<file path="config.mk">
export PLATFORM = sky130hd
export DESIGN_NAME = frame_rate_monitor_decimator_top_flat
export DESIGN_NICKNAME = d
export VERILOG_FILES = /design/src/rtl/frmd_pkg.sv /design/src/rtl/frmd_ifs.sv /design/src/rtl/frmd_div.sv /design/src/rtl/frmd_dp.sv /design/src/rtl/frmd_ctrl.sv /design/src/rtl/frame_rate_monitor_decimator_top.sv /design/src/flat_wrapper.sv
export SDC_FILE = /design/constraint.sdc
export NUM_CORES = 1
export LEC_CHECK = 0
export BUFFER_PORTS_ARGS = -buffer_cell sky130_fd_sc_hd__buf_4
export CAP_MARGIN = 30
export CORE_UTILIZATION = 49
export DETAILED_ROUTE_END_ITERATION = 16
export GPL_TIMING_DRIVEN = 0
export PLACE_DENSITY = 0.67
export SYNTH_ARGS = -nofsm -noshare
export SYNTH_HDL_FRONTEND = slang
export SYNTH_SLANG_ARGS = --single-unit
</file>
<file path="constraint.sdc">
create_clock -name clk -period 8.6 [get_ports clk]
set_input_delay 1.29 -clock clk [delete_from_list [all_inputs] [get_ports clk]]
set_output_delay 1.29 -clock clk [all_outputs]
set_load 0.05 [all_outputs]
</file>
<file path="src/rtl/frmd_pkg.sv">
// Shared widths, codes and controller/datapath handshake types for the frame rate monitor.
package frmd_pkg;

  localparam int unsigned TIME_W     = 48;
  localparam int unsigned DUS_W      = 24;
  localparam int unsigned CNT_W      = 10;
  localparam int unsigned TOT_W      = 34;
  localparam int unsigned ACC_W      = 11;
  localparam int unsigned FPS_W      = 8;
  localparam int unsigned OVW_W      = 32;
  localparam int unsigned OC_W       = 3;
  localparam int unsigned CFG_ADDR_W = 8;
  localparam int unsigned CFG_DATA_W = 8;

  localparam logic [CNT_W-1:0] CNT_MAX = '1;
  localparam logic [DUS_W-1:0] DUS_MAX = '1;

  localparam logic OP_DECODE  = 1'b0;
  localparam logic OP_DISPLAY = 1'b1;

  localparam logic [CFG_ADDR_W-1:0] REG_PACE_EN    = 8'd0;
  localparam logic [CFG_ADDR_W-1:0] REG_TARGET_FPS = 8'd1;
  localparam logic [CFG_ADDR_W-1:0] REG_NEGOT_FPS  = 8'd2;
  localparam logic [CFG_ADDR_W-1:0] REG_ACTIVE     = 8'd3;

  typedef enum logic [OC_W-1:0] {
    OC_NO_PIC     = 3'd0,
    OC_READY      = 3'd1,
    OC_OVERWROTE  = 3'd2,
    OC_INACTIVE   = 3'd3,
    OC_NONE_READY = 3'd4,
    OC_DROPPED    = 3'd5,
    OC_SHOWN      = 3'd6
  } outcome_t;

  typedef struct packed {
    logic load_in;
    logic exec;
    logic store_avg;
    logic load_out;
  } dp_cmd_t;

  typedef struct packed {
    logic need_div;
    logic div_done;
  } dp_stat_t;

endpackage

</file>
<file path="src/rtl/frmd_ifs.sv">
// Channel interfaces: event input, result output and configuration write.
interface frmd_in_if;
  logic                         valid;
  logic                         ready;
  logic                         opcode;
  logic [frmd_pkg::TIME_W-1:0]  time_us;
  logic [frmd_pkg::DUS_W-1:0]   decode_us;
  logic                         decode_ok;

  modport source (output valid, opcode, time_us, decode_us, decode_ok, input ready);
  modport sink   (input valid, opcode, time_us, decode_us, decode_ok, output ready);
endinterface

interface frmd_out_if;
  logic                         valid;
  logic                         ready;
  logic [frmd_pkg::OC_W-1:0]    outcome;
  logic [frmd_pkg::CNT_W-1:0]   incoming_fps;
  logic [frmd_pkg::CNT_W-1:0]   shown_fps;
  logic [frmd_pkg::DUS_W-1:0]   dec_avg_us;
  logic [frmd_pkg::DUS_W-1:0]   dec_peak_us;
  logic [frmd_pkg::OVW_W-1:0]   overwrite_total;

  modport source (output valid, outcome, incoming_fps, shown_fps, dec_avg_us,
                  dec_peak_us, overwrite_total, input ready);
  modport sink   (input valid, outcome, incoming_fps, shown_fps, dec_avg_us,
                  dec_peak_us, overwrite_total, output ready);
endinterface

interface frmd_cfg_if;
  logic                            valid;
  logic                            ready;
  logic [frmd_pkg::CFG_ADDR_W-1:0] addr;
  logic [frmd_pkg::CFG_DATA_W-1:0] data;

  modport source (output valid, addr, data, input ready);
  modport sink   (input valid, addr, data, output ready);
endinterface

</file>
<file path="src/rtl/frmd_div.sv">
// Restoring divider, one quotient bit per cycle, for the average decode time.
module frmd_div (
  input  logic                        clk,
  input  logic                        rst_n,
  input  logic                        start,
  input  logic [frmd_pkg::TOT_W-1:0]  dividend,
  input  logic [frmd_pkg::CNT_W-1:0]  divisor,
  output logic                        done,
  output logic [frmd_pkg::TOT_W-1:0]  quotient
);
  import frmd_pkg::*;

  localparam int unsigned STEPS  = TOT_W;
  localparam int unsigned STEP_W = $clog2(STEPS + 1);

  logic              busy_r, busy_nxt;
  logic              done_r, done_nxt;
  logic [STEP_W-1:0] cnt_r, cnt_nxt;
  logic [CNT_W-1:0]  rem_r, rem_nxt;
  logic [CNT_W-1:0]  dsr_r, dsr_nxt;
  logic [TOT_W-1:0]  quo_r, quo_nxt;
  logic [CNT_W:0]    shifted;
  logic [CNT_W:0]    diff;
  logic              ge;

  always_comb begin
    shifted  = {rem_r, quo_r[TOT_W-1]};
    diff     = shifted - {1'b0, dsr_r};
    ge       = shifted >= {1'b0, dsr_r};
    busy_nxt = busy_r;
    done_nxt = 1'b0;
    cnt_nxt  = cnt_r;
    rem_nxt  = rem_r;
    dsr_nxt  = dsr_r;
    quo_nxt  = quo_r;
    if (start) begin
      busy_nxt = 1'b1;
      cnt_nxt  = STEP_W'(STEPS);
      rem_nxt  = '0;
      dsr_nxt  = divisor;
      quo_nxt  = dividend;
    end else if (busy_r) begin
      rem_nxt = ge ? diff[CNT_W-1:0] : shifted[CNT_W-1:0];
      quo_nxt = {quo_r[TOT_W-2:0], ge};
      cnt_nxt = cnt_r - 1'b1;
      if (cnt_r == STEP_W'(1)) begin
        busy_nxt = 1'b0;
        done_nxt = 1'b1;
      end
    end
  end

  always_ff @(posedge clk) begin
    if (!rst_n) begin
      busy_r <= 1'b0;
      done_r <= 1'b0;
      cnt_r  <= '0;
    end else begin
      busy_r <= busy_nxt;
      done_r <= done_nxt;
      cnt_r  <= cnt_nxt;
    end
  end

  always_ff @(posedge clk) begin
    rem_r <= rem_nxt;
    dsr_r <= dsr_nxt;
    quo_r <= quo_nxt;
  end

  assign done     = done_r;
  assign quotient = quo_r;

endmodule

</file>
<file path="src/rtl/frmd_dp.sv">
// Datapath: statistics windows, ready flag, pacing accumulator and result register.
module frmd_dp #(
  parameter int unsigned WINDOW_US = 1000000
) (
  input  logic                             clk,
  input  logic                             rst_n,
  input  frmd_pkg::dp_cmd_t                cmd,
  output frmd_pkg::dp_stat_t               stat,
  input  logic                             cfg_wr,
  input  logic [frmd_pkg::CFG_ADDR_W-1:0]  cfg_addr,
  input  logic [frmd_pkg::CFG_DATA_W-1:0]  cfg_data,
  input  logic                             in_opcode,
  input  logic [frmd_pkg::TIME_W-1:0]      in_time_us,
  input  logic [frmd_pkg::DUS_W-1:0]       in_decode_us,
  input  logic                             in_decode_ok,
  output logic [frmd_pkg::OC_W-1:0]        out_outcome,
  output logic [frmd_pkg::CNT_W-1:0]       out_incoming_fps,
  output logic [frmd_pkg::CNT_W-1:0]       out_shown_fps,
  output logic [frmd_pkg::DUS_W-1:0]       out_dec_avg_us,
  output logic [frmd_pkg::DUS_W-1:0]       out_dec_peak_us,
  output logic [frmd_pkg::OVW_W-1:0]       out_overwrite_total
);
  import frmd_pkg::*;

  localparam logic [TIME_W-1:0] WINDOW = TIME_W'(WINDOW_US);

  // Latched item.
  logic              op_r;
  logic [TIME_W-1:0] time_r;
  logic [DUS_W-1:0]  dus_r;
  logic              ok_r;

  // Configuration.
  logic             pace_en_r, pace_en_nxt;
  logic [FPS_W-1:0] target_r, target_nxt;
  logic [FPS_W-1:0] negot_r, negot_nxt;
  logic             active_r, active_nxt;

  // Statistics state.
  logic [TIME_W-1:0] in_start_r, in_start_nxt;
  logic [CNT_W-1:0]  in_cnt_r, in_cnt_nxt;
  logic [CNT_W-1:0]  meas_fps_r, meas_fps_nxt;
  logic [TOT_W-1:0]  dec_total_r, dec_total_nxt;
  logic [DUS_W-1:0]  dec_max_r, dec_max_nxt;
  logic [CNT_W-1:0]  dec_cnt_r, dec_cnt_nxt;
  logic [DUS_W-1:0]  avg_pub_r, avg_pub_nxt;
  logic [DUS_W-1:0]  max_pub_r, max_pub_nxt;
  logic              ready_flag_r, ready_flag_nxt;
  logic [ACC_W-1:0]  accum_r, accum_nxt;
  logic [OVW_W-1:0]  ovw_r, ovw_nxt;
  logic [TIME_W-1:0] disp_start_r, disp_start_nxt;
  logic [CNT_W-1:0]  disp_cnt_r, disp_cnt_nxt;
  logic [CNT_W-1:0]  disp_pub_r, disp_pub_nxt;
  outcome_t          outcome_r, outcome_nxt;

  // Step logic.
  logic              is_decode;
  logic              picture;
  logic              dec_sat;
  logic [TOT_W-1:0]  tot_upd;
  logic [CNT_W-1:0]  cnt_upd;
  logic [DUS_W-1:0]  max_upd;
  logic [TIME_W-1:0] in_start_eff;
  logic [CNT_W-1:0]  in_cnt_inc;
  logic              in_pub;
  logic [TIME_W-1:0] disp_start_eff;
  logic [CNT_W-1:0]  disp_cnt_inc;
  logic              disp_pub;
  logic [CNT_W-1:0]  source;
  logic              pace_on;
  logic [ACC_W-1:0]  acc_sum;
  logic              drop;
  logic              div_done;
  logic [TOT_W-1:0]  quotient;

  always_comb begin
    is_decode = (op_r == OP_DECODE);
    picture   = ok_r && active_r;
    dec_sat   = (dec_cnt_r == CNT_MAX);
    tot_upd   = dec_sat ? dec_total_r : dec_total_r + TOT_W'(dus_r);
    cnt_upd   = dec_sat ? dec_cnt_r : dec_cnt_r + 1'b1;
    max_upd   = (dus_r > dec_max_r) ? dus_r : dec_max_r;

    in_start_eff = (in_start_r == '0) ? time_r : in_start_r;
    in_cnt_inc   = (in_cnt_r == CNT_MAX) ? in_cnt_r : in_cnt_r + 1'b1;
    in_pub       = (time_r - in_start_eff) >= WINDOW;

    disp_start_eff = (disp_start_r == '0) ? time_r : disp_start_r;
    disp_cnt_inc   = (disp_cnt_r == CNT_MAX) ? disp_cnt_r : disp_cnt_r + 1'b1;
    disp_pub       = (time_r - disp_start_eff) >= WINDOW;

    // The measured rate takes over from the negotiated one once it exists.
    source  = (meas_fps_r != '0) ? meas_fps_r : CNT_W'(negot_r);
    pace_on = pace_en_r && (target_r != '0) && (source != '0) &&
              (CNT_W'(target_r) < source);
    acc_sum = accum_r + ACC_W'(target_r);
    drop    = acc_sum < ACC_W'(source);
  end

  assign stat.need_div = is_decode && picture && in_pub;
  assign stat.div_done = div_done;

  frmd_div u_div (
    .clk      (clk),
    .rst_n    (rst_n),
    .start    (cmd.exec && stat.need_div),
    .dividend (tot_upd),
    .divisor  (cnt_upd),
    .done     (div_done),
    .quotient (quotient)
  );

  always_comb begin
    pace_en_nxt    = pace_en_r;
    target_nxt     = target_r;
    negot_nxt      = negot_r;
    active_nxt     = active_r;
    in_start_nxt   = in_start_r;
    in_cnt_nxt     = in_cnt_r;
    meas_fps_nxt   = meas_fps_r;
    dec_total_nxt  = dec_total_r;
    dec_max_nxt    = dec_max_r;
    dec_cnt_nxt    = dec_cnt_r;
    avg_pub_nxt    = avg_pub_r;
    max_pub_nxt    = max_pub_r;
    ready_flag_nxt = ready_flag_r;
    accum_nxt      = accum_r;
    ovw_nxt        = ovw_r;
    disp_start_nxt = disp_start_r;
    disp_cnt_nxt   = disp_cnt_r;
    disp_pub_nxt   = disp_pub_r;
    outcome_nxt    = outcome_r;

    if (cfg_wr) begin
      unique case (cfg_addr)
        REG_PACE_EN:    pace_en_nxt = cfg_data[0];
        REG_TARGET_FPS: target_nxt  = cfg_data;
        REG_NEGOT_FPS:  negot_nxt   = cfg_data;
        REG_ACTIVE: begin
          active_nxt = cfg_data[0];
          if (cfg_data[0] && !active_r) begin
            disp_pub_nxt   = '0;
            disp_cnt_nxt   = '0;
            disp_start_nxt = '0;
            ready_flag_nxt = 1'b0;
          end else if (!cfg_data[0] && active_r) begin
            ready_flag_nxt = 1'b0;
          end
        end
        default: ;
      endcase
    end else if (cmd.exec) begin
      if (is_decode) begin
        dec_total_nxt = tot_upd;
        dec_cnt_nxt   = cnt_upd;
        dec_max_nxt   = max_upd;
        if (!ok_r) begin
          outcome_nxt = OC_NO_PIC;
        end else if (!active_r) begin
          outcome_nxt = OC_INACTIVE;
        end else begin
          if (in_pub) begin
            // Window closes: publish and restart; the average follows from the divider.
            meas_fps_nxt  = in_cnt_inc;
            max_pub_nxt   = max_upd;
            dec_total_nxt = '0;
            dec_max_nxt   = '0;
            dec_cnt_nxt   = '0;
            in_cnt_nxt    = '0;
            in_start_nxt  = time_r;
          end else begin
            in_cnt_nxt   = in_cnt_inc;
            in_start_nxt = in_start_eff;
          end
          if (ready_flag_r) begin
            ovw_nxt     = ovw_r + 1'b1;
            outcome_nxt = OC_OVERWROTE;
          end else begin
            outcome_nxt = OC_READY;
          end
          ready_flag_nxt = 1'b1;
        end
      end else if (!ready_flag_r) begin
        outcome_nxt = OC_NONE_READY;
      end else begin
        ready_flag_nxt = 1'b0;
        if (pace_on) begin
          accum_nxt = drop ? acc_sum : acc_sum - ACC_W'(source);
        end
        if (pace_on && drop) begin
          outcome_nxt = OC_DROPPED;
        end else begin
          outcome_nxt = OC_SHOWN;
          if (disp_pub) begin
            disp_pub_nxt   = disp_cnt_inc;
            disp_cnt_nxt   = '0;
            disp_start_nxt = time_r;
          end else begin
            disp_cnt_nxt   = disp_cnt_inc;
            disp_start_nxt = disp_start_eff;
          end
        end
      end
    end else if (cmd.store_avg) begin
      avg_pub_nxt = (quotient > TOT_W'(DUS_MAX)) ? DUS_MAX : quotient[DUS_W-1:0];
    end
  end

  always_ff @(posedge clk) begin
    if (!rst_n) begin
      pace_en_r    <= 1'b0;
      target_r     <= '0;
      negot_r      <= '0;
      active_r     <= 1'b0;
      in_start_r   <= '0;
      in_cnt_r     <= '0;
      meas_fps_r   <= '0;
      dec_total_r  <= '0;
      dec_max_r    <= '0;
      dec_cnt_r    <= '0;
      avg_pub_r    <= '0;
      max_pub_r    <= '0;
      ready_flag_r <= 1'b0;
      accum_r      <= '0;
      ovw_r        <= '0;
      disp_start_r <= '0;
      disp_cnt_r   <= '0;
      disp_pub_r   <= '0;
      outcome_r    <= OC_NO_PIC;
    end else begin
      pace_en_r    <= pace_en_nxt;
      target_r     <= target_nxt;
      negot_r      <= negot_nxt;
      active_r     <= active_nxt;
      in_start_r   <= in_start_nxt;
      in_cnt_r     <= in_cnt_nxt;
      meas_fps_r   <= meas_fps_nxt;
      dec_total_r  <= dec_total_nxt;
      dec_max_r    <= dec_max_nxt;
      dec_cnt_r    <= dec_cnt_nxt;
      avg_pub_r    <= avg_pub_nxt;
      max_pub_r    <= max_pub_nxt;
      ready_flag_r <= ready_flag_nxt;
      accum_r      <= accum_nxt;
      ovw_r        <= ovw_nxt;
      disp_start_r <= disp_start_nxt;
      disp_cnt_r   <= disp_cnt_nxt;
      disp_pub_r   <= disp_pub_nxt;
      outcome_r    <= outcome_nxt;
    end
  end

  // Item latch and result register carry payload only.
  always_ff @(posedge clk) begin
    if (cmd.load_in) begin
      op_r   <= in_opcode;
      time_r <= in_time_us;
      dus_r  <= in_decode_us;
      ok_r   <= in_decode_ok;
    end
    if (cmd.load_out) begin
      out_outcome         <= outcome_r;
      out_incoming_fps    <= meas_fps_r;
      out_shown_fps       <= disp_pub_r;
      out_dec_avg_us      <= avg_pub_r;
      out_dec_peak_us     <= max_pub_r;
      out_overwrite_total <= ovw_r;
    end
  end

endmodule

</file>
<file path="src/rtl/frmd_ctrl.sv">
// Controller: sequences accept, step, optional divide and result hand-off.
module frmd_ctrl (
  input  logic                clk,
  input  logic                rst_n,
  input  logic                in_valid,
  output logic                in_ready,
  output logic                out_valid,
  input  logic                out_ready,
  output frmd_pkg::dp_cmd_t   cmd,
  input  frmd_pkg::dp_stat_t  stat
);
  import frmd_pkg::*;

  typedef enum logic [3:0] {
    S_IDLE = 4'b0001,
    S_EXEC = 4'b0010,
    S_DIV  = 4'b0100,
    S_PUSH = 4'b1000
  } state_t;

  state_t state_r, state_nxt;
  logic   out_valid_r, out_valid_nxt;

  always_comb begin
    state_nxt     = state_r;
    out_valid_nxt = out_valid_r && !out_ready;
    cmd           = '0;
    in_ready      = 1'b0;
    unique case (state_r)
      S_IDLE: begin
        in_ready = 1'b1;
        if (in_valid) begin
          cmd.load_in = 1'b1;
          state_nxt   = S_EXEC;
        end
      end
      S_EXEC: begin
        cmd.exec  = 1'b1;
        state_nxt = stat.need_div ? S_DIV : S_PUSH;
      end
      S_DIV: begin
        if (stat.div_done) begin
          cmd.store_avg = 1'b1;
          state_nxt     = S_PUSH;
        end
      end
      S_PUSH: begin
        // The result register is free once its previous transfer completes.
        if (!out_valid_r || out_ready) begin
          cmd.load_out  = 1'b1;
          out_valid_nxt = 1'b1;
          state_nxt     = S_IDLE;
        end
      end
      default: state_nxt = S_IDLE;
    endcase
  end

  always_ff @(posedge clk) begin
    if (!rst_n) begin
      state_r     <= S_IDLE;
      out_valid_r <= 1'b0;
    end else begin
      state_r     <= state_nxt;
      out_valid_r <= out_valid_nxt;
    end
  end

  assign out_valid = out_valid_r;

endmodule

</file>
<file path="src/rtl/frame_rate_monitor_decimator_top.sv">
// Frame rate monitor and decimator top level.
// Usage: events arrive on in_ch (decode completion or display request, each with a
// microsecond timestamp); every event yields exactly one result on out_ch with its
// outcome and the published incoming fps, displayed fps, average and maximum decode
// time and the overwrite total. Registers are written through cfg_ch, which is always
// ready; write them only while no event is in flight.
// Timing: one event is processed at a time. A result is loaded after the step state,
// and also after the divide state when a decode closes the one-second window, because
// the average decode time comes from a 34-step bit-serial divider. The next event is
// taken in the cycle after the result is loaded; no new event is accepted before then.
// Reset clears all counters, published values, the ready flag and the registers.
// A stalled receiver holds the result in the output register; the block still
// accepts one more event and holds its result until the previous transfer completes.
module frame_rate_monitor_decimator_top #(
  parameter int unsigned WINDOW_US = 1000000
) (
  input  logic       clk,
  input  logic       rst_n,
  frmd_in_if.sink    in_ch,
  frmd_out_if.source out_ch,
  frmd_cfg_if.sink   cfg_ch
);
  import frmd_pkg::*;

  dp_cmd_t  cmd;
  dp_stat_t stat;

  assign cfg_ch.ready = 1'b1;

  frmd_ctrl u_ctrl (
    .clk       (clk),
    .rst_n     (rst_n),
    .in_valid  (in_ch.valid),
    .in_ready  (in_ch.ready),
    .out_valid (out_ch.valid),
    .out_ready (out_ch.ready),
    .cmd       (cmd),
    .stat      (stat)
  );

  frmd_dp #(
    .WINDOW_US (WINDOW_US)
  ) u_dp (
    .clk                 (clk),
    .rst_n               (rst_n),
    .cmd                 (cmd),
    .stat                (stat),
    .cfg_wr              (cfg_ch.valid && cfg_ch.ready),
    .cfg_addr            (cfg_ch.addr),
    .cfg_data            (cfg_ch.data),
    .in_opcode           (in_ch.opcode),
    .in_time_us          (in_ch.time_us),
    .in_decode_us        (in_ch.decode_us),
    .in_decode_ok        (in_ch.decode_ok),
    .out_outcome         (out_ch.outcome),
    .out_incoming_fps    (out_ch.incoming_fps),
    .out_shown_fps       (out_ch.shown_fps),
    .out_dec_avg_us      (out_ch.dec_avg_us),
    .out_dec_peak_us     (out_ch.dec_peak_us),
    .out_overwrite_total (out_ch.overwrite_total)
  );

endmodule

</file>
<file path="src/flat_wrapper.sv">
// flat-port wrapper written by rule: the top's interface ports become plain ports
module frame_rate_monitor_decimator_top_flat import frmd_pkg::*;
#(
  parameter int unsigned WINDOW_US = 1000000
)
  (clk, rst_n, in_ch_valid, in_ch_opcode, in_ch_time_us, in_ch_decode_us, in_ch_decode_ok, in_ch_ready, out_ch_valid, out_ch_outcome, out_ch_incoming_fps, out_ch_shown_fps, out_ch_dec_avg_us, out_ch_dec_peak_us, out_ch_overwrite_total, out_ch_ready, cfg_ch_valid, cfg_ch_addr, cfg_ch_data, cfg_ch_ready);
  frmd_in_if in_ch_i ();
  frmd_out_if out_ch_i ();
  frmd_cfg_if cfg_ch_i ();
  input  logic clk;
  input  logic rst_n;
  input wire logic [$bits(in_ch_i.valid)-1:0] in_ch_valid;
  input wire logic [$bits(in_ch_i.opcode)-1:0] in_ch_opcode;
  input wire logic [$bits(in_ch_i.time_us)-1:0] in_ch_time_us;
  input wire logic [$bits(in_ch_i.decode_us)-1:0] in_ch_decode_us;
  input wire logic [$bits(in_ch_i.decode_ok)-1:0] in_ch_decode_ok;
  output wire logic [$bits(in_ch_i.ready)-1:0] in_ch_ready;
  output wire logic [$bits(out_ch_i.valid)-1:0] out_ch_valid;
  output wire logic [$bits(out_ch_i.outcome)-1:0] out_ch_outcome;
  output wire logic [$bits(out_ch_i.incoming_fps)-1:0] out_ch_incoming_fps;
  output wire logic [$bits(out_ch_i.shown_fps)-1:0] out_ch_shown_fps;
  output wire logic [$bits(out_ch_i.dec_avg_us)-1:0] out_ch_dec_avg_us;
  output wire logic [$bits(out_ch_i.dec_peak_us)-1:0] out_ch_dec_peak_us;
  output wire logic [$bits(out_ch_i.overwrite_total)-1:0] out_ch_overwrite_total;
  input wire logic [$bits(out_ch_i.ready)-1:0] out_ch_ready;
  input wire logic [$bits(cfg_ch_i.valid)-1:0] cfg_ch_valid;
  input wire logic [$bits(cfg_ch_i.addr)-1:0] cfg_ch_addr;
  input wire logic [$bits(cfg_ch_i.data)-1:0] cfg_ch_data;
  output wire logic [$bits(cfg_ch_i.ready)-1:0] cfg_ch_ready;
  assign in_ch_i.valid = in_ch_valid;
  assign in_ch_i.opcode = in_ch_opcode;
  assign in_ch_i.time_us = in_ch_time_us;
  assign in_ch_i.decode_us = in_ch_decode_us;
  assign in_ch_i.decode_ok = in_ch_decode_ok;
  assign in_ch_ready = in_ch_i.ready;
  assign out_ch_valid = out_ch_i.valid;
  assign out_ch_outcome = out_ch_i.outcome;
  assign out_ch_incoming_fps = out_ch_i.incoming_fps;
  assign out_ch_shown_fps = out_ch_i.shown_fps;
  assign out_ch_dec_avg_us = out_ch_i.dec_avg_us;
  assign out_ch_dec_peak_us = out_ch_i.dec_peak_us;
  assign out_ch_overwrite_total = out_ch_i.overwrite_total;
  assign out_ch_i.ready = out_ch_ready;
  assign cfg_ch_i.valid = cfg_ch_valid;
  assign cfg_ch_i.addr = cfg_ch_addr;
  assign cfg_ch_i.data = cfg_ch_data;
  assign cfg_ch_ready = cfg_ch_i.ready;
  frame_rate_monitor_decimator_top #(.WINDOW_US(WINDOW_US)) u_core (.clk(clk), .rst_n(rst_n), .in_ch(in_ch_i), .out_ch(out_ch_i), .cfg_ch(cfg_ch_i));
endmodule
</file>
Word level (Yosys, flattened, before mapping) --
Index checks and enable logic that the tools add are counted.
Operators by class: $add $sub $neg 11, bitwise operators 5, magnitude comparators 7, equality and inequality tests 18, multiplexer cells 81, reductions and logical operators 46
Operators by type and width (number):
- $mux W48 | 11
- $mux W10 | 23
- $mux W34 | 6
- $mux W24 | 5
- $ge A48 B20 Y1 const B | 2
- $logic_not A48 Y1 | 2
- $sub A48 B48 Y48 | 2
- $add A34 B24 Y34 | 1
- $gt A34 B24 Y1 const B | 1
- $add A32 B1 Y32 const B | 1
- $add A10 B1 Y10 const B | 3
- $eq A10 B10 Y1 const B | 3
- $gt A24 B24 Y1 | 1
- $mux W1 | 22
- $reduce_bool A10 Y1 | 2
- $reduce_and A6 Y1 | 3
- $eq A8 B2 Y1 const B | 2
- $mux W4 | 4
- $pmux W4 S4 | 1
- $reduce_and A5 Y1 | 3
- $mux W6 | 2
- $add A11 B8 Y11 | 1
- $ge A11 B10 Y1 | 1
- $logic_and A1 B1 Y1 | 11
- 29 further kinds | 55
Storage, ports and cells: word-level logic and storage cells 206, output and inout bits 106, register bits after elaboration 561, input bits 95

Depth between registers and ports, before layout --
depth after elaboration 11, gate-level depth with buffers 25, depth with buffers taken out 21

By module --
A second synthesis with hierarchy kept.
Unflattened totals: cell total of the unflattened synthesis 3393, area total of the unflattened synthesis 31765.5 um2
Modules (own cells, without submodules):
- frmd_dp | times used 1, cells each 3115, sequential area each 11661.2 um2, area each 28381.0 um2
- frmd_div | times used 1, cells each 243, sequential area each 1681.6 um2, area each 3049.2 um2
- frmd_ctrl | times used 1, cells each 33, sequential area each 100.1 um2, area each 324.1 um2
- frame_rate_monitor_decimator_top | times used 1, cells each 2, sequential area each 0.0 um2, area each 11.3 um2

Worst setup path after synthesis --
Ideal clock, no wire load.
path type register to register, from register u_core.u_dp.in_start_r[9], to register u_core.u_dp.u_div.quo_r[0], in the netlist u_core.u_dp.u_div.quotient[0] (enable), library setup time 0.495 ns, path slack 1.749 ns, path buffers 3, data arrival time 6.356 ns, required time 8.105 ns, period minus slack after synthesis 6.851 ns, cell stages (with the launch flop) 23, cells stage by stage dfxtp_1 -> nor4_1 -> nand4_1 -> nor3_1 -> clkbuf_1 -> buf_1 -> buf_1 -> a21oi_1 -> ha_1 -> a21o_1 -> a31oi_1 -> nor4b_1 -> a211oi_1 -> a32o_1 -> o2111ai_1 -> nand3_1 -> a21o_1 -> a32o_1 -> or4_1 -> a2111o_1 -> nor4_1 -> or3_1 -> nand2b_1
Between the ends: longest elaborated chain between the ends 7
RTL lines:
- start, declared | line frmd_dp.sv:40 | logic [TIME_W-1:0] in_start_r, in_start_nxt;
- start signal, assigned | line frmd_dp.sv:235 | in_start_r <= in_start_nxt;
- $logic_not A48 Y1 | line frmd_dp.sv:84 | in_start_eff = (in_start_r == '0) ? time_r : in_start_r;
- $mux W48 (*) | line frmd_dp.sv:84
- $sub A48 B48 Y48 (*) | line frmd_dp.sv:86 | in_pub = (time_r - in_start_eff) >= WINDOW;
- $ge A48 B20 Y1 (*) | line frmd_dp.sv:86
- $logic_and A1 B1 Y1 (*) | line frmd_dp.sv:100 | assign stat.need_div = is_decode && picture && in_pub;
- $logic_and A1 B1 Y1 (*) | line frmd_dp.sv:106 | .start (cmd.exec && stat.need_div),
- $reduce_bool A2 Y1 (no line) (*)
- end signal, assigned | line frmd_div.sv:68 | quo_r <= quo_nxt;
- end, declared | line frmd_div.sv:21 | logic [TOT_W-1:0] quo_r, quo_nxt;
Mark *: on every way between the ends. The rest lies on a longest branch, timed or not. A chain may end at the register's enable or synchronous reset.

Worst setup path after layout --
from register u_core.u_dp.disp_start_r[36], to register u_core.u_dp.disp_start_r[13]
Between the ends: longest elaborated chain between the ends 10
RTL lines:
- start, declared | line frmd_dp.sv:51 | logic [TIME_W-1:0] disp_start_r, disp_start_nxt;
- start signal, assigned | line frmd_dp.sv:246 | disp_start_r <= disp_start_nxt;
- $logic_not A48 Y1 | line frmd_dp.sv:88 | disp_start_eff = (disp_start_r == '0) ? time_r : disp_start_r;
- $mux W48 (*) | line frmd_dp.sv:88
- $sub A48 B48 Y48 | line frmd_dp.sv:90 | disp_pub = (time_r - disp_start_eff) >= WINDOW;
- $ge A48 B20 Y1 | line frmd_dp.sv:90
- $mux W48 (*) | line frmd_dp.sv:194 | if (disp_pub) begin
- $mux W48 (*) | line frmd_dp.sv:190 | if (pace_on && drop) begin
- $mux W48 (*) | line frmd_dp.sv:183 | end else if (!ready_flag_r) begin
- $mux W48 (*) | line frmd_dp.sv:153 | if (is_decode) begin
- $mux W48 (*) | line frmd_dp.sv:152 | end else if (cmd.exec) begin
- $mux W48 (*) | line frmd_dp.sv:134 | if (cfg_wr) begin
Mark *: on every way between the ends. The rest lies on a longest branch, timed or not. The select of a mux whose other input is x is not followed.

==> results by group <==
Clock tree
  – Clk Latency, worst-skew pair: 0.66 ns
  – CTS clk-pin slew, worst paths: 0.06 ns
  – TritonCTS Buffers: 61
  – TritonCTS clock tree: built
  – CTS H-tree lvls: 2
  – Clk buf depth: 3
  – Clock Tree Root: clkbuf_16
  – CTS Sinks: 561

Die
  – Die W: 252 um
  – Starting Density: 0.496
  – Num rows: 91
  – Die height: 252 um
  – DIE AREA: 63500 um^2
  – IO Count: 201
  – Core area: 61700 um^2

STA
  – Final Skew: 0.0385 ns
  – Crit share post-route: 0.967
  – Crit path time final: 8.32 ns
  – Final setup TNS: 0 ns
  – Final Setup Violations: 0
  – RSZ-0062 raised after global routing: false
  – Pins Over Slew Limit: 0
  – Least-Margin Pin Slew: 0.957 ns
  – Slew headroom: 0.353
  – Fin worst setup slack: 0.280 ns
  – Fmax: 120 MHz
  – Final hold vios: 0

Yosys
  – Synth Register Bits: 561
  – Top-count cell post-synth: dfxtp_1
  – Leading area contributor after synthesis: dfxtp_1
  – Post-synth top cells: dfxtp_1 (340), a21oi_1 (315), nor2_1 (274)
  – Distinct cells, synth: 85
  – Post-synth EDFFs: 221
  – Syn Inst Count: 3223
  – Syn Area/Cell: 9.50 um^2
  – Share of the synthesized area in the top cell type: 0.222
  – Largest cells by area after synthesis: dfxtp_1 (22%), edfxtp_1 (22%), ha_1 (7.1%), a21oi_1 (5.1%), nor2_1 (3.4%)
  – Mapped Area: 30600 um^2
  – Synth async-reset ratio: 0
  – Yosys Warn Count: 0
  – Syn_nets: 3498
  – Sequential share of the synthesized area: 0.439
  – Main flop type after synthesis: dfxtp_1

Placement
  – Port bufs: 198
  – Gpl congestion: 0.915
  – Dpl cell area: 33300 um^2
  – Worst slack at placement: -1.10 ns
  – DP HPWL: 68700 um

Layout
  – Fraction of layout cells with a size suffix above 1: 0.124
  – Nets: 3772
  – P&R area growth vs syn: 16.1%
  – Final Cell Area: 35600 um^2
  – Ant diodes: 0

Power and ir drop
  – Total power: 7.15 mW
  – Leak Pwr: 13.7 nW
  – Worst VDD drop: 0.168 mV
  – PD cells: 201 nW/um^2

Global routing
  – Total grt overflow: 0
  – Vias in the first global route: 25500
  – Largest net degree at the start of global routing: 46
  – First-pass GRT wire length: 139000 um
  – Overall routing resource usage: 0.274
  – Initial antenna violation count: 1

Detailed routing
  – DRC viols: 0
  – Initial DRT Pass Iterations: 7
  – WL final: 89100 um
  – WL per Instance: 20.3 um
  – First DRT Iteration DRCs: 1985
  – Via density: 6.01
  – DRT antenna net count: 0
  – Vias: 26300

Setup path
  – Worst-path fanout max: 10
  – Crit Path Class: flop to flop
  – Crit path DAT: 8.91 ns
  – Startpoint Class: flop
  – Worst Setup End Kind: flop
  – WP data required: 9.19 ns

Outcome
  – Run status: finished, final reports clean

Hold path
  – HP Class: flop to flop

Flow run
  – Maxcap violations: 0
## timing repair
action,CTS,global route
endpoints found under the hold margin,0,0
hold buffers,0,0
gates resized for setup,9,11
endpoints found under the setup margin,298,258
buffers inserted,1,4
pin swaps,1,3
## cell type report
type,count,area (um^2)
Buffer,159,682
Inverter,149,559
Tap cell,837,1050
Sequential cell,561,13400
Clock buffer,86,1870
Timing Repair Buffer,211,1640
Clock inverter,29,294
Fill cell,5388,26100
Multi-Input combinational cell,2354,16000
## worst max-delay path, cell delays in order (launching register included)
cell	delay [ns]
dfxtp_1	0.36
nor4_1	0.71
nand4_1	0.17
nor3_1	0.28
clkbuf_1	0.46
clkbuf_1	0.50
a21oi_1	0.15
ha_1	0.38
a211oi_1	0.38
nor2_1	0.12
or4_1	0.40
a21o_1	0.23
nand4_1	0.24
a2111oi_0	0.19
o21ai_1	0.41
a211oi_1	0.20
or4_1	0.44
a2111oi_0	0.54
nand4_1	0.15
buf_4	0.21
nor4_2	0.39
a31o_2	0.28
clkbuf_1	0.38
clkbuf_1	0.46
a22o_1	0.21
## routing by layer
layer,vias up,GRT usage,wire length (um)
met3,177,0.0330,4500
met1,12800,0.352,38300
met2,756,0.471,42900
met5,-,0,12
li1,12700,-,-
met4,2,0.105,3360
## final timing paths
check / depth (start not counted) / startpoint / end / slack, ns
max: 24 / u_core.u_dp.disp_start_r[36] / u_core.u_dp.disp_start_r[13] / 0.28
min: 0 / u_core.u_dp.avg_pub_r[2] / u_core.u_dp.out_dec_avg_us[2] / 0.43
max reg2reg: 24 / u_core.u_dp.disp_start_r[36] / u_core.u_dp.disp_start_r[13] / 0.28
min reg2reg: 0 / u_core.u_dp.avg_pub_r[2] / u_core.u_dp.out_dec_avg_us[2] / 0.43
## where the power goes
part           total, mW  internal [mW]  switching [mW]
sequential          2.94           2.83           0.109
combinational       1.47          0.550           0.915
clock               2.75           1.62            1.14
total               7.15           4.99            2.16
## cells in the final DEF, fill, tap and decap left out, types with 54 or more instances in the layout
master | Yosys | final
xor2_1 | 69 | 69
o21ai_0 | 130 | 128
mux2i_1 | 68 | 68
a32o_1 | 75 | 75
a21o_1 | 70 | 70
nor2_1 | 274 | 274
nand3_1 | 100 | 100
nor3_1 | 56 | 54
ha_1 | 174 | 174
nand2_1 | 224 | 224
a21oi_1 | 315 | 315
inv_1 | 148 | 148
clkbuf_16 | 0 | 67
clkbuf_1 | 123 | 128
xnor2_1 | 69 | 69
edfxtp_1 | 221 | 221
dfxtp_1 | 340 | 340
a22o_1 | 55 | 55
buf_4 | 1 | 205
## registers in the layout, indices dropped and copies added (netlist names), 11 cells and up
name / cells
u_core.u_dp.disp_start_r: 48
u_core.u_dp.in_start_r: 48
u_core.u_dp.time_r: 48
u_core.u_dp.dec_total_r: 34
u_core.u_dp.u_div.quotient: 34
u_core.u_dp.out_overwrite_total: 32
u_core.u_dp.ovw_r: 32
u_core.u_dp.avg_pub_r: 24
u_core.u_dp.dec_max_r: 24
u_core.u_dp.dus_r: 24
u_core.u_dp.max_pub_r: 24
u_core.u_dp.out_dec_avg_us: 24
u_core.u_dp.out_dec_peak_us: 24
u_core.u_dp.accum_r: 11
## stage by stage
step,cells,util,hold slack (ns)
CTS,4382,0.575,0.432
detailed placement,4266,0.540,0.417
global route,4386,0.576,0.440
global placement,4258,0.537,0.413
floorplan,3223,-,0.408
finish,4386,0.576,0.430
## logic make-up after synthesis
kind of cell / synth area share
fa+ha+maj: 0.0763
simple gates: 0.147
flops: 0.439
compound gates: 0.223
buf+inv: 0.0404
other cells: 0.000122
mux: 0.0340
xor+xnor: 0.0395
No activity file was read; power rests on OpenSTA's default activity.
